`config.mk`:
```
export PLATFORM = sky130hd
export DESIGN_NAME = hsv_to_rgb_converter
export DESIGN_NICKNAME = d
export VERILOG_FILES = /design/src/design/hsv2rgb_pkg.sv /design/src/design/hsv2rgb_core.sv /design/src/design/hsv_to_rgb_converter.sv
export SDC_FILE = /design/constraint.sdc
export NUM_CORES = 2
export LEC_CHECK = 0
export ABC_AREA = 1
export BUFFER_PORTS_ARGS = -buffer_cell sky130_fd_sc_hd__buf_2
export CORE_AREA = 2 2 254 256
export CTS_CLUSTER_DIAMETER = 60
export DETAILED_ROUTE_END_ITERATION = 12
export DIE_AREA = 0 0 256 258
export GPL_ROUTABILITY_DRIVEN = 1
export GPL_TIMING_DRIVEN = 0
export PLACE_DENSITY = 0.75
export SLEW_MARGIN = 20
export SYNTH_ARGS = -nofsm -noshare
export SYNTH_HDL_FRONTEND = slang
export SYNTH_HIERARCHICAL = 1
export SYNTH_SLANG_ARGS = --single-unit
```
`constraint.sdc`:
```
create_clock -name clock -period 16.86 [get_ports clock]
set_input_delay 1.686 -clock clock [delete_from_list [all_inputs] [get_ports clock]]
set_output_delay 1.686 -clock clock [all_outputs]
set_load 0.05 [all_outputs]
```
`src/design/hsv2rgb_pkg.sv`:
```
// Shared types, constants and helper functions for the HSV to RGB converter.
package hsv2rgb_pkg;

   // One hue sector spans 60 degrees, which is 3840 hue units (6 fraction bits).
   localparam int unsigned SECTOR_UNITS = 3840;
   // 1.0 in the Q1.8 saturation and value format.
   localparam int unsigned ONE_Q8       = 256;
   // SECTOR_UNITS * ONE_Q8, the full scale of the q and t numerators.
   localparam int unsigned FULL_SCALE   = 983040;

   typedef struct packed {
      logic [14:0] hue;
      logic [8:0]  saturation;
      logic [8:0]  brightness;
   } pixel_in_type;

   typedef struct packed {
      logic [7:0] red;
      logic [7:0] green;
      logic [7:0] blue;
   } pixel_out_type;

   // Hue sectors, in hue order starting at red.
   typedef enum logic [2:0] {
      SEC_RED_YELLOW    = 3'd0,
      SEC_YELLOW_GREEN  = 3'd1,
      SEC_GREEN_CYAN    = 3'd2,
      SEC_CYAN_BLUE     = 3'd3,
      SEC_BLUE_MAGENTA  = 3'd4,
      SEC_MAGENTA_RED   = 3'd5
   } sector_type;

   // Load enables for the four datapath register stages.
   typedef struct packed {
      logic s1;
      logic s2;
      logic s3;
      logic s4;
   } stage_en_type;

   // floor(coarse / 15) for the upper seven hue bits. Since 3840 = 15 * 256,
   // this equals floor(hue / 3840). Done as eight independent compares.
   function automatic logic [3:0] quot_of(input logic [6:0] coarse);
      logic [3:0] count;
      count = 4'd0;
      for (int k = 1; k <= 8; k++) begin
         if (coarse >= 7'(15 * k)) begin
            count = count + 4'd1;
         end
      end
      return count;
   endfunction

endpackage

```
`src/design/hsv2rgb_core.sv`:
```
// Four-stage arithmetic datapath of the HSV to RGB converter.
module hsv2rgb_core (
   input  logic                       clock,
   input  hsv2rgb_pkg::stage_en_type  stage_en,
   input  hsv2rgb_pkg::pixel_in_type  req_word,
   output hsv2rgb_pkg::pixel_out_type rsp_word
);

   // Stage 1: sector, remainder within the sector, clamped inputs.
   logic [3:0]              quot;
   logic [6:0]              quot_x15;
   logic [14:0]             rem_full;
   logic [11:0]             rem_in, rem_ff;
   logic [8:0]              sat_in, sat_ff;
   logic [8:0]              bri_in, bri1_ff;
   hsv2rgb_pkg::sector_type sector_in, sector1_ff;

   always_comb begin
      quot      = hsv2rgb_pkg::quot_of(req_word.hue[14:8]);
      quot_x15  = 7'({3'b000, quot} * 7'd15);
      rem_full  = req_word.hue - {quot_x15, 8'h00};
      rem_in    = rem_full[11:0];
      sector_in = (quot >= 4'd6) ? hsv2rgb_pkg::sector_type'(3'(quot - 4'd6))
                                 : hsv2rgb_pkg::sector_type'(quot[2:0]);
      sat_in    = (req_word.saturation > 9'(hsv2rgb_pkg::ONE_Q8))
                ? 9'(hsv2rgb_pkg::ONE_Q8) : req_word.saturation;
      bri_in    = (req_word.brightness > 9'(hsv2rgb_pkg::ONE_Q8))
                ? 9'(hsv2rgb_pkg::ONE_Q8) : req_word.brightness;
   end

   always_ff @(posedge clock) begin
      if (stage_en.s1) begin
         rem_ff     <= rem_in;
         sat_ff     <= sat_in;
         bri1_ff    <= bri_in;
         sector1_ff <= sector_in;
      end
   end

   // Stage 2: numerators of q, t and p (before scaling by value).
   logic [11:0]             rem_comp;
   logic [19:0]             rs_prod, trs_prod;
   logic [19:0]             qa_in, qa_ff, ta_in, ta_ff;
   logic [8:0]              pa_in, pa_ff;
   logic [8:0]              bri2_ff;
   hsv2rgb_pkg::sector_type sector2_ff;

   always_comb begin
      rem_comp = 12'(hsv2rgb_pkg::SECTOR_UNITS) - rem_ff;
      rs_prod  = 20'(21'(rem_ff) * 21'(sat_ff));
      trs_prod = 20'(21'(rem_comp) * 21'(sat_ff));
      qa_in    = 20'(hsv2rgb_pkg::FULL_SCALE) - rs_prod;
      ta_in    = 20'(hsv2rgb_pkg::FULL_SCALE) - trs_prod;
      pa_in    = 9'(hsv2rgb_pkg::ONE_Q8) - sat_ff;
   end

   always_ff @(posedge clock) begin
      if (stage_en.s2) begin
         qa_ff      <= qa_in;
         ta_ff      <= ta_in;
         pa_ff      <= pa_in;
         bri2_ff    <= bri1_ff;
         sector2_ff <= sector1_ff;
      end
   end

   // Stage 3: scale by value.
   logic [28:0]             qx_in, qx_ff, tx_in, tx_ff;
   logic [16:0]             px_in, px_ff;
   logic [8:0]              bri3_ff;
   hsv2rgb_pkg::sector_type sector3_ff;

   always_comb begin
      qx_in = 29'(bri2_ff) * 29'(qa_ff);
      tx_in = 29'(bri2_ff) * 29'(ta_ff);
      px_in = 17'(bri2_ff) * 17'(pa_ff);
   end

   always_ff @(posedge clock) begin
      if (stage_en.s3) begin
         qx_ff      <= qx_in;
         tx_ff      <= tx_in;
         px_ff      <= px_in;
         bri3_ff    <= bri2_ff;
         sector3_ff <= sector2_ff;
      end
   end

   // Stage 4: times 255 and truncate. For q and t, 255 / (15 * 2^24) reduces
   // to 17 / 2^24, so the scaling is a shift-add and a bit select.
   logic [31:0]                q17, t17;
   logic [24:0]                p255;
   logic [16:0]                v255;
   logic [7:0]                 cq, ct, cp, cv;
   hsv2rgb_pkg::pixel_out_type word_in, word_ff;

   always_comb begin
      q17  = 32'({qx_ff, 4'h0}) + 32'(qx_ff);
      t17  = 32'({tx_ff, 4'h0}) + 32'(tx_ff);
      p255 = 25'({px_ff, 8'h00}) - 25'(px_ff);
      v255 = {bri3_ff, 8'h00} - 17'(bri3_ff);
      cq   = q17[31:24];
      ct   = t17[31:24];
      cp   = p255[23:16];
      cv   = v255[15:8];
      case (sector3_ff)
         hsv2rgb_pkg::SEC_RED_YELLOW:   word_in = '{red: cv, green: ct, blue: cp};
         hsv2rgb_pkg::SEC_YELLOW_GREEN: word_in = '{red: cq, green: cv, blue: cp};
         hsv2rgb_pkg::SEC_GREEN_CYAN:   word_in = '{red: cp, green: cv, blue: ct};
         hsv2rgb_pkg::SEC_CYAN_BLUE:    word_in = '{red: cp, green: cq, blue: cv};
         hsv2rgb_pkg::SEC_BLUE_MAGENTA: word_in = '{red: ct, green: cp, blue: cv};
         default:                       word_in = '{red: cv, green: cp, blue: cq};
      endcase
   end

   always_ff @(posedge clock) begin
      if (stage_en.s4) begin
         word_ff <= word_in;
      end
   end

   assign rsp_word = word_ff;

endmodule

```
`src/design/hsv_to_rgb_converter.sv`:
```
// Top level of the HSV to RGB converter: handshakes, stage valids, datapath.
// The converter takes one pixel word per clock unless stalled, as hue
// (degrees with six fraction bits), saturation and value (both Q1.8, where
// 256 means 1.0) and returns one word of 8-bit red, green and blue for each
// pixel, in order. Saturation and value above 1.0 are clamped to 1.0,
// and hue above 360 degrees wraps through the sector count, so 360 degrees
// reads as 0. Throughput is one pixel per clock cycle while rsp_stall is
// low. The accepting edge loads the first of four register stages, and
// the word appears on rsp_valid once it reaches the last of them. The
// four stages are sector split, numerator products, scaling by value, and
// the final times-255 scaling with channel selection.
// Each stage carries its own valid bit and loads whenever it is empty or
// its successor moves, so bubbles close up under a stall and req_stall
// rises only when all four stages hold a word and the output is stalled.
module hsv_to_rgb_converter (
   input  logic                       clock,
   input  logic                       reset,
   input  logic                       req_valid,
   output logic                       req_stall,
   input  hsv2rgb_pkg::pixel_in_type  req_word,
   output logic                       rsp_valid,
   input  logic                       rsp_stall,
   output hsv2rgb_pkg::pixel_out_type rsp_word
);

   // Valid bits, one per datapath stage.
   logic v1_ff, v2_ff, v3_ff, v4_ff;
   logic v1_in, v2_in, v3_in, v4_in;

   // A stage may load when it is empty or when its word moves on this cycle.
   logic ready1, ready2, ready3, ready4;
   hsv2rgb_pkg::stage_en_type stage_en;

   always_comb begin
      ready4 = !v4_ff || !rsp_stall;
      ready3 = !v3_ff || ready4;
      ready2 = !v2_ff || ready3;
      ready1 = !v1_ff || ready2;

      stage_en.s1 = ready1;
      stage_en.s2 = ready2;
      stage_en.s3 = ready3;
      stage_en.s4 = ready4;

      v1_in = ready1 ? req_valid : v1_ff;
      v2_in = ready2 ? v1_ff     : v2_ff;
      v3_in = ready3 ? v2_ff     : v3_ff;
      v4_in = ready4 ? v3_ff     : v4_ff;
   end

   always_ff @(posedge clock) begin
      if (reset) begin
         v1_ff <= 1'b0;
         v2_ff <= 1'b0;
         v3_ff <= 1'b0;
         v4_ff <= 1'b0;
      end else begin
         v1_ff <= v1_in;
         v2_ff <= v2_in;
         v3_ff <= v3_in;
         v4_ff <= v4_in;
      end
   end

   assign req_stall = !ready1;
   assign rsp_valid = v4_ff;

   hsv2rgb_core u_core (
      .clock    (clock),
      .stage_en (stage_en),
      .req_word (req_word),
      .rsp_word (rsp_word)
   );

   // The input is held off only when every stage is full.
   a_stall_only_when_full: assert property (@(posedge clock) disable iff (reset)
      req_stall |-> (v1_ff && v2_ff && v3_ff && v4_ff))
      else $error("input stalled while the pipeline has a free stage");

   // An accepted word lands in the first stage.
   a_accept_fills_stage1: assert property (@(posedge clock) disable iff (reset)
      (req_valid && !req_stall) |=> v1_ff)
      else $error("accepted word did not enter the first stage");

   // A word that cannot advance stays in its stage.
   a_blocked_word_kept: assert property (@(posedge clock) disable iff (reset)
      (v3_ff && !ready4) |=> (v3_ff && v4_ff))
      else $error("blocked word was lost from the third stage");

endmodule

```
==> summary.md <==
### Global route
• global router's overall resource usage: 23.7%
• leftover overflow at the end of global routing: 0
• number of global-route vias before repair: 25.0k
• GR met3 Demand/Resource: 3.76%
• GR Util met2: 40.3%
• global-route wire length before repair: 126000 µm
• initial antenna violation count: 1
• highest-utilization routing layer at the global route stage: met2
• largest net degree at the start of global routing: 65
• M1 GR Usage: 30.8%

### Run status
• run status: complete, no violations

### Synthesis
• fraction of synthesis flops using an asynchronous set or reset pin: 0%
• synthesized-area fraction occupied by and/or/nand/nor cells: 17.6%
• synthesized net count: 4581
• main combinational cell family by area after synthesis: adder cells
• area share of fa/ha/maj cells after synthesis: 40.9%
• Synth Area in Compound Gates: 5.69%
• gate count after technology mapping: 3781
• leading register cell type out of synthesis: sky130_fd_sc_hd__edfxtp_1
• synthesized area: 31400 µm²
• sequential-to-total area share from yosys stat: 19.7%
• flops & latches, synth: 207
• synth unique cells: 52
• number of enable flip-flop cells after synthesis: 203
• syn avg cell area: 8.30 µm²
• multiplexer area fraction after synthesis: 0%
• yosys warns: 6
• Post-Synth XOR/XNOR Area: 3.73%

### Timing
• sum of negative setup slack: 0 ps
• period utilisation layout: 40.2%
• setup repair after global routing missed its margin: no
• hold violation total from the final report: 0
• Setup Skew: 14.1 ps
• number of max-slew violations in the final report: 0
• actual slew at the worst max-slew pin: 1000 ps
• maximum operating frequency: 148 MHz
• final worst path period need: 6780 ps
• relative slew slack: 33.4%
• number of endpoints failing setup at the final stage: 0

### Clocking
• Hold-fix buffers, CTS: 0
• number of H-tree levels: 1
• buffer type at the clock tree root: sky130_fd_sc_hd__clkbuf_16
• total clock buffers created by CTS: 30
• number of clock sinks: 207
• number of setup buffers added after CTS: 0
• post-cts resize count: 0
• clock-pin slew on the worst setup and hold paths: 60 ps
• Clock Latency Late Sink: 590 ps
• CTS tree: done
• maximum clock insertion buffer count: 3

### Die
• die outline area: 66000 µm²
• core area: 63600 µm²
• std cell rows: 93
• Initial Utilization: 49.3%
• top-level I/O count: 63
• floorplan die height: 258 µm
• Horiz. Die Dim: 256 µm

### Place
• buffers added on ports: 61
• post-detailed-placement half-perimeter wirelength: 63200 µm
• number of placed cells counting well taps: 4699
• last weighted congestion value of the routability-driven placer: 0.948

### Layout
• Final nets: 4676
• fraction of layout instances using a drive strength above 1: 4.41%
• core utilization of the finished layout: 53.3%
• Cell Count, Final, Fillers Out: 4755
• total of fill cells in the finished design: 5817
• antenna fix cells: 0
• relative area change from synthesis to final layout: 8.05%

### Worst hold path
• worst hold path class: flip-flop to flip-flop

### Run
• Max Cap Viol: 0

### Setup path
• required time at the worst-slack endpoint: 17210 ps
• Slowest Stage Delay on Critical Path: 350 ps
• critical-path cell with the highest stage delay: sky130_fd_sc_hd__ha_1
• type of the worst setup path: primary input to flip-flop
• crit path max fanout: 6
• most used cell along the critical path: sky130_fd_sc_hd__nand2_1
• Setup crit end kind: flip-flop
• arrival time of data at the critical path endpoint: 7120 ps
• CP startpoint kind: primary input

### Drt
• vias per std cell: 5.22
• iteration count of the initial detailed-routing pass: 8
• total wire length after detailed routing: 77000 µm
• DRC viols: 0
• total via count after detailed routing: 24.8k
• number of DRC violations after detailed-routing iteration 0: 1971
• post-DR wirelength/cell: 16.2 µm
• remaining number of nets flagged by the antenna check after routing: 0

-- worst max-delay path, delay by kind of cell --
kind	cells	cell delay (ps)
XOR/XNOR	2	390
adder cells (fa/ha/maj)	8	2210
AO/OA/AOI/OAI	4	750
AND/OR/NAND/NOR	15	1580
buffers and inverters	6	500
-- layout make-up --
class / instances / area, µm² / area share, %
multi-input combinational: 2543 / 21400 / 62.9
sequential: 207 / 6180 / 18.2
inverter: 898 / 3370 / 9.94
tap: 855 / 1070 / 3.15
clock buffer: 34 / 786 / 2.32
buffer: 133 / 503 / 1.48
timing repair buffer: 63 / 360 / 1.06
clock inverter: 22 / 300 / 0.885
-- metrics by stage --
step | area, µm² | hold WS (ps) | worst slack [ps]
2_1_floorplan | 31400 | 400 | 10060
3_3_place_gp | 32800 | 401 | 9570
3_5_place_dp | 32800 | 405 | 9500
4_1_cts | 33900 | 418 | 10110
5_1_grt | 33900 | 428 | 9580
6_report | 33900 | 417 | 10080
-- path summary, 6_finish.rpt --
kind                     start                 to  cells after the start  slack (ps)
max               req_word[29]  u_core/rem_ff[11]                     35       10080
min          u_core/bri1_ff[8]  u_core/bri2_ff[8]                      0         420
max reg2reg   u_core/rem_ff[1]   u_core/ta_ff[16]                     25       10330
min reg2reg  u_core/bri1_ff[8]  u_core/bri2_ff[8]                      0         420
-- registers in the layout, indices dropped and copies added (netlist names) --
register / cells
rsp_valid: 1
u_core/bri1_ff: 9
u_core/bri2_ff: 9
u_core/bri3_ff: 9
u_core/pa_ff: 9
u_core/px_ff: 17
u_core/qa_ff: 20
u_core/qx_ff: 29
u_core/rem_ff: 12
u_core/rsp_word: 24
u_core/sat_ff: 9
u_core/sector1_ff: 3
u_core/sector2_ff: 3
u_core/sector3_ff: 3
u_core/ta_ff: 19
u_core/tx_ff: 28
v1_ff: 1
v2_ff: 1
v3_ff: 1
-- layout by cell type, fill, tap and decap left out, types with 5 or more instances in the layout --
cell type,netlist,layout
sky130_fd_sc_hd__a211oi_1,5,5
sky130_fd_sc_hd__xor2_1,93,93
sky130_fd_sc_hd__a21o_1,13,13
sky130_fd_sc_hd__ha_1,323,323
sky130_fd_sc_hd__inv_1,891,891
sky130_fd_sc_hd__o21bai_1,8,8
sky130_fd_sc_hd__nand2_4,5,6
sky130_fd_sc_hd__nand2_1,926,925
sky130_fd_sc_hd__o211ai_1,7,7
sky130_fd_sc_hd__o31ai_1,5,5
sky130_fd_sc_hd__clkbuf_16,0,30
sky130_fd_sc_hd__nand3_1,110,110
sky130_fd_sc_hd__o21ai_0,66,66
sky130_fd_sc_hd__a31oi_1,10,10
sky130_fd_sc_hd__a21oi_1,155,155
sky130_fd_sc_hd__nand4_1,53,53
sky130_fd_sc_hd__a21boi_0,5,5
sky130_fd_sc_hd__nand3_2,10,10
sky130_fd_sc_hd__nor3_1,13,13
sky130_fd_sc_hd__xnor2_1,39,39
sky130_fd_sc_hd__nor4_1,9,9
sky130_fd_sc_hd__or2_2,7,7
sky130_fd_sc_hd__o221ai_1,7,7
sky130_fd_sc_hd__clkbuf_1,108,110
sky130_fd_sc_hd__buf_2,0,61
sky130_fd_sc_hd__nor2_1,172,172
sky130_fd_sc_hd__fa_1,440,440
sky130_fd_sc_hd__buf_1,24,24
sky130_fd_sc_hd__edfxtp_1,203,203
sky130_fd_sc_hd__o21a_1,9,9
sky130_fd_sc_hd__nand2_2,17,17
-- cell usage after synthesis, types with 7 or more instances --
master                       n  area [µm²]
sky130_fd_sc_hd__nand2_1   926        3480
sky130_fd_sc_hd__inv_1     891        3340
sky130_fd_sc_hd__fa_1      440        8810
sky130_fd_sc_hd__ha_1      323        4040
sky130_fd_sc_hd__edfxtp_1  203        6100
sky130_fd_sc_hd__nor2_1    172         646
sky130_fd_sc_hd__a21oi_1   155         776
sky130_fd_sc_hd__nand3_1   110         551
sky130_fd_sc_hd__clkbuf_1  108         405
sky130_fd_sc_hd__xor2_1     93         815
sky130_fd_sc_hd__o21ai_0    66         330
sky130_fd_sc_hd__nand4_1    53         332
sky130_fd_sc_hd__xnor2_1    39         342
sky130_fd_sc_hd__buf_1      24        90.1
sky130_fd_sc_hd__nand2_2    17         106
sky130_fd_sc_hd__a21o_1     13        97.6
sky130_fd_sc_hd__nor3_1     13        65.1
sky130_fd_sc_hd__a31oi_1    10        62.6
sky130_fd_sc_hd__nand3_2    10         100
sky130_fd_sc_hd__nor4_1      9        56.3
sky130_fd_sc_hd__o21a_1      9        67.6
sky130_fd_sc_hd__o21bai_1    8        60.1
sky130_fd_sc_hd__o211ai_1    7        52.6
sky130_fd_sc_hd__o221ai_1    7        61.3
sky130_fd_sc_hd__or2_2       7        43.8
-- cells by family after synthesis --
group,count (synthesis)
AO/OA/AOI/OAI,311
flip-flops,207
XOR/XNOR,133
adder cells (fa/ha/maj),763
AND/OR/NAND/NOR,1336
buffers and inverters,1031
-- metal layers --
metal  share of wire (%)  wire length [µm]
met5                   0                 0
met4                 4.0              3060
met1                  41             31400
met3                 8.0              6160
met2                  47             36400
Power is left out: the tool's default activity adds up to more than one toggle a clock period on the data nets, which glitch-free logic cannot reach.
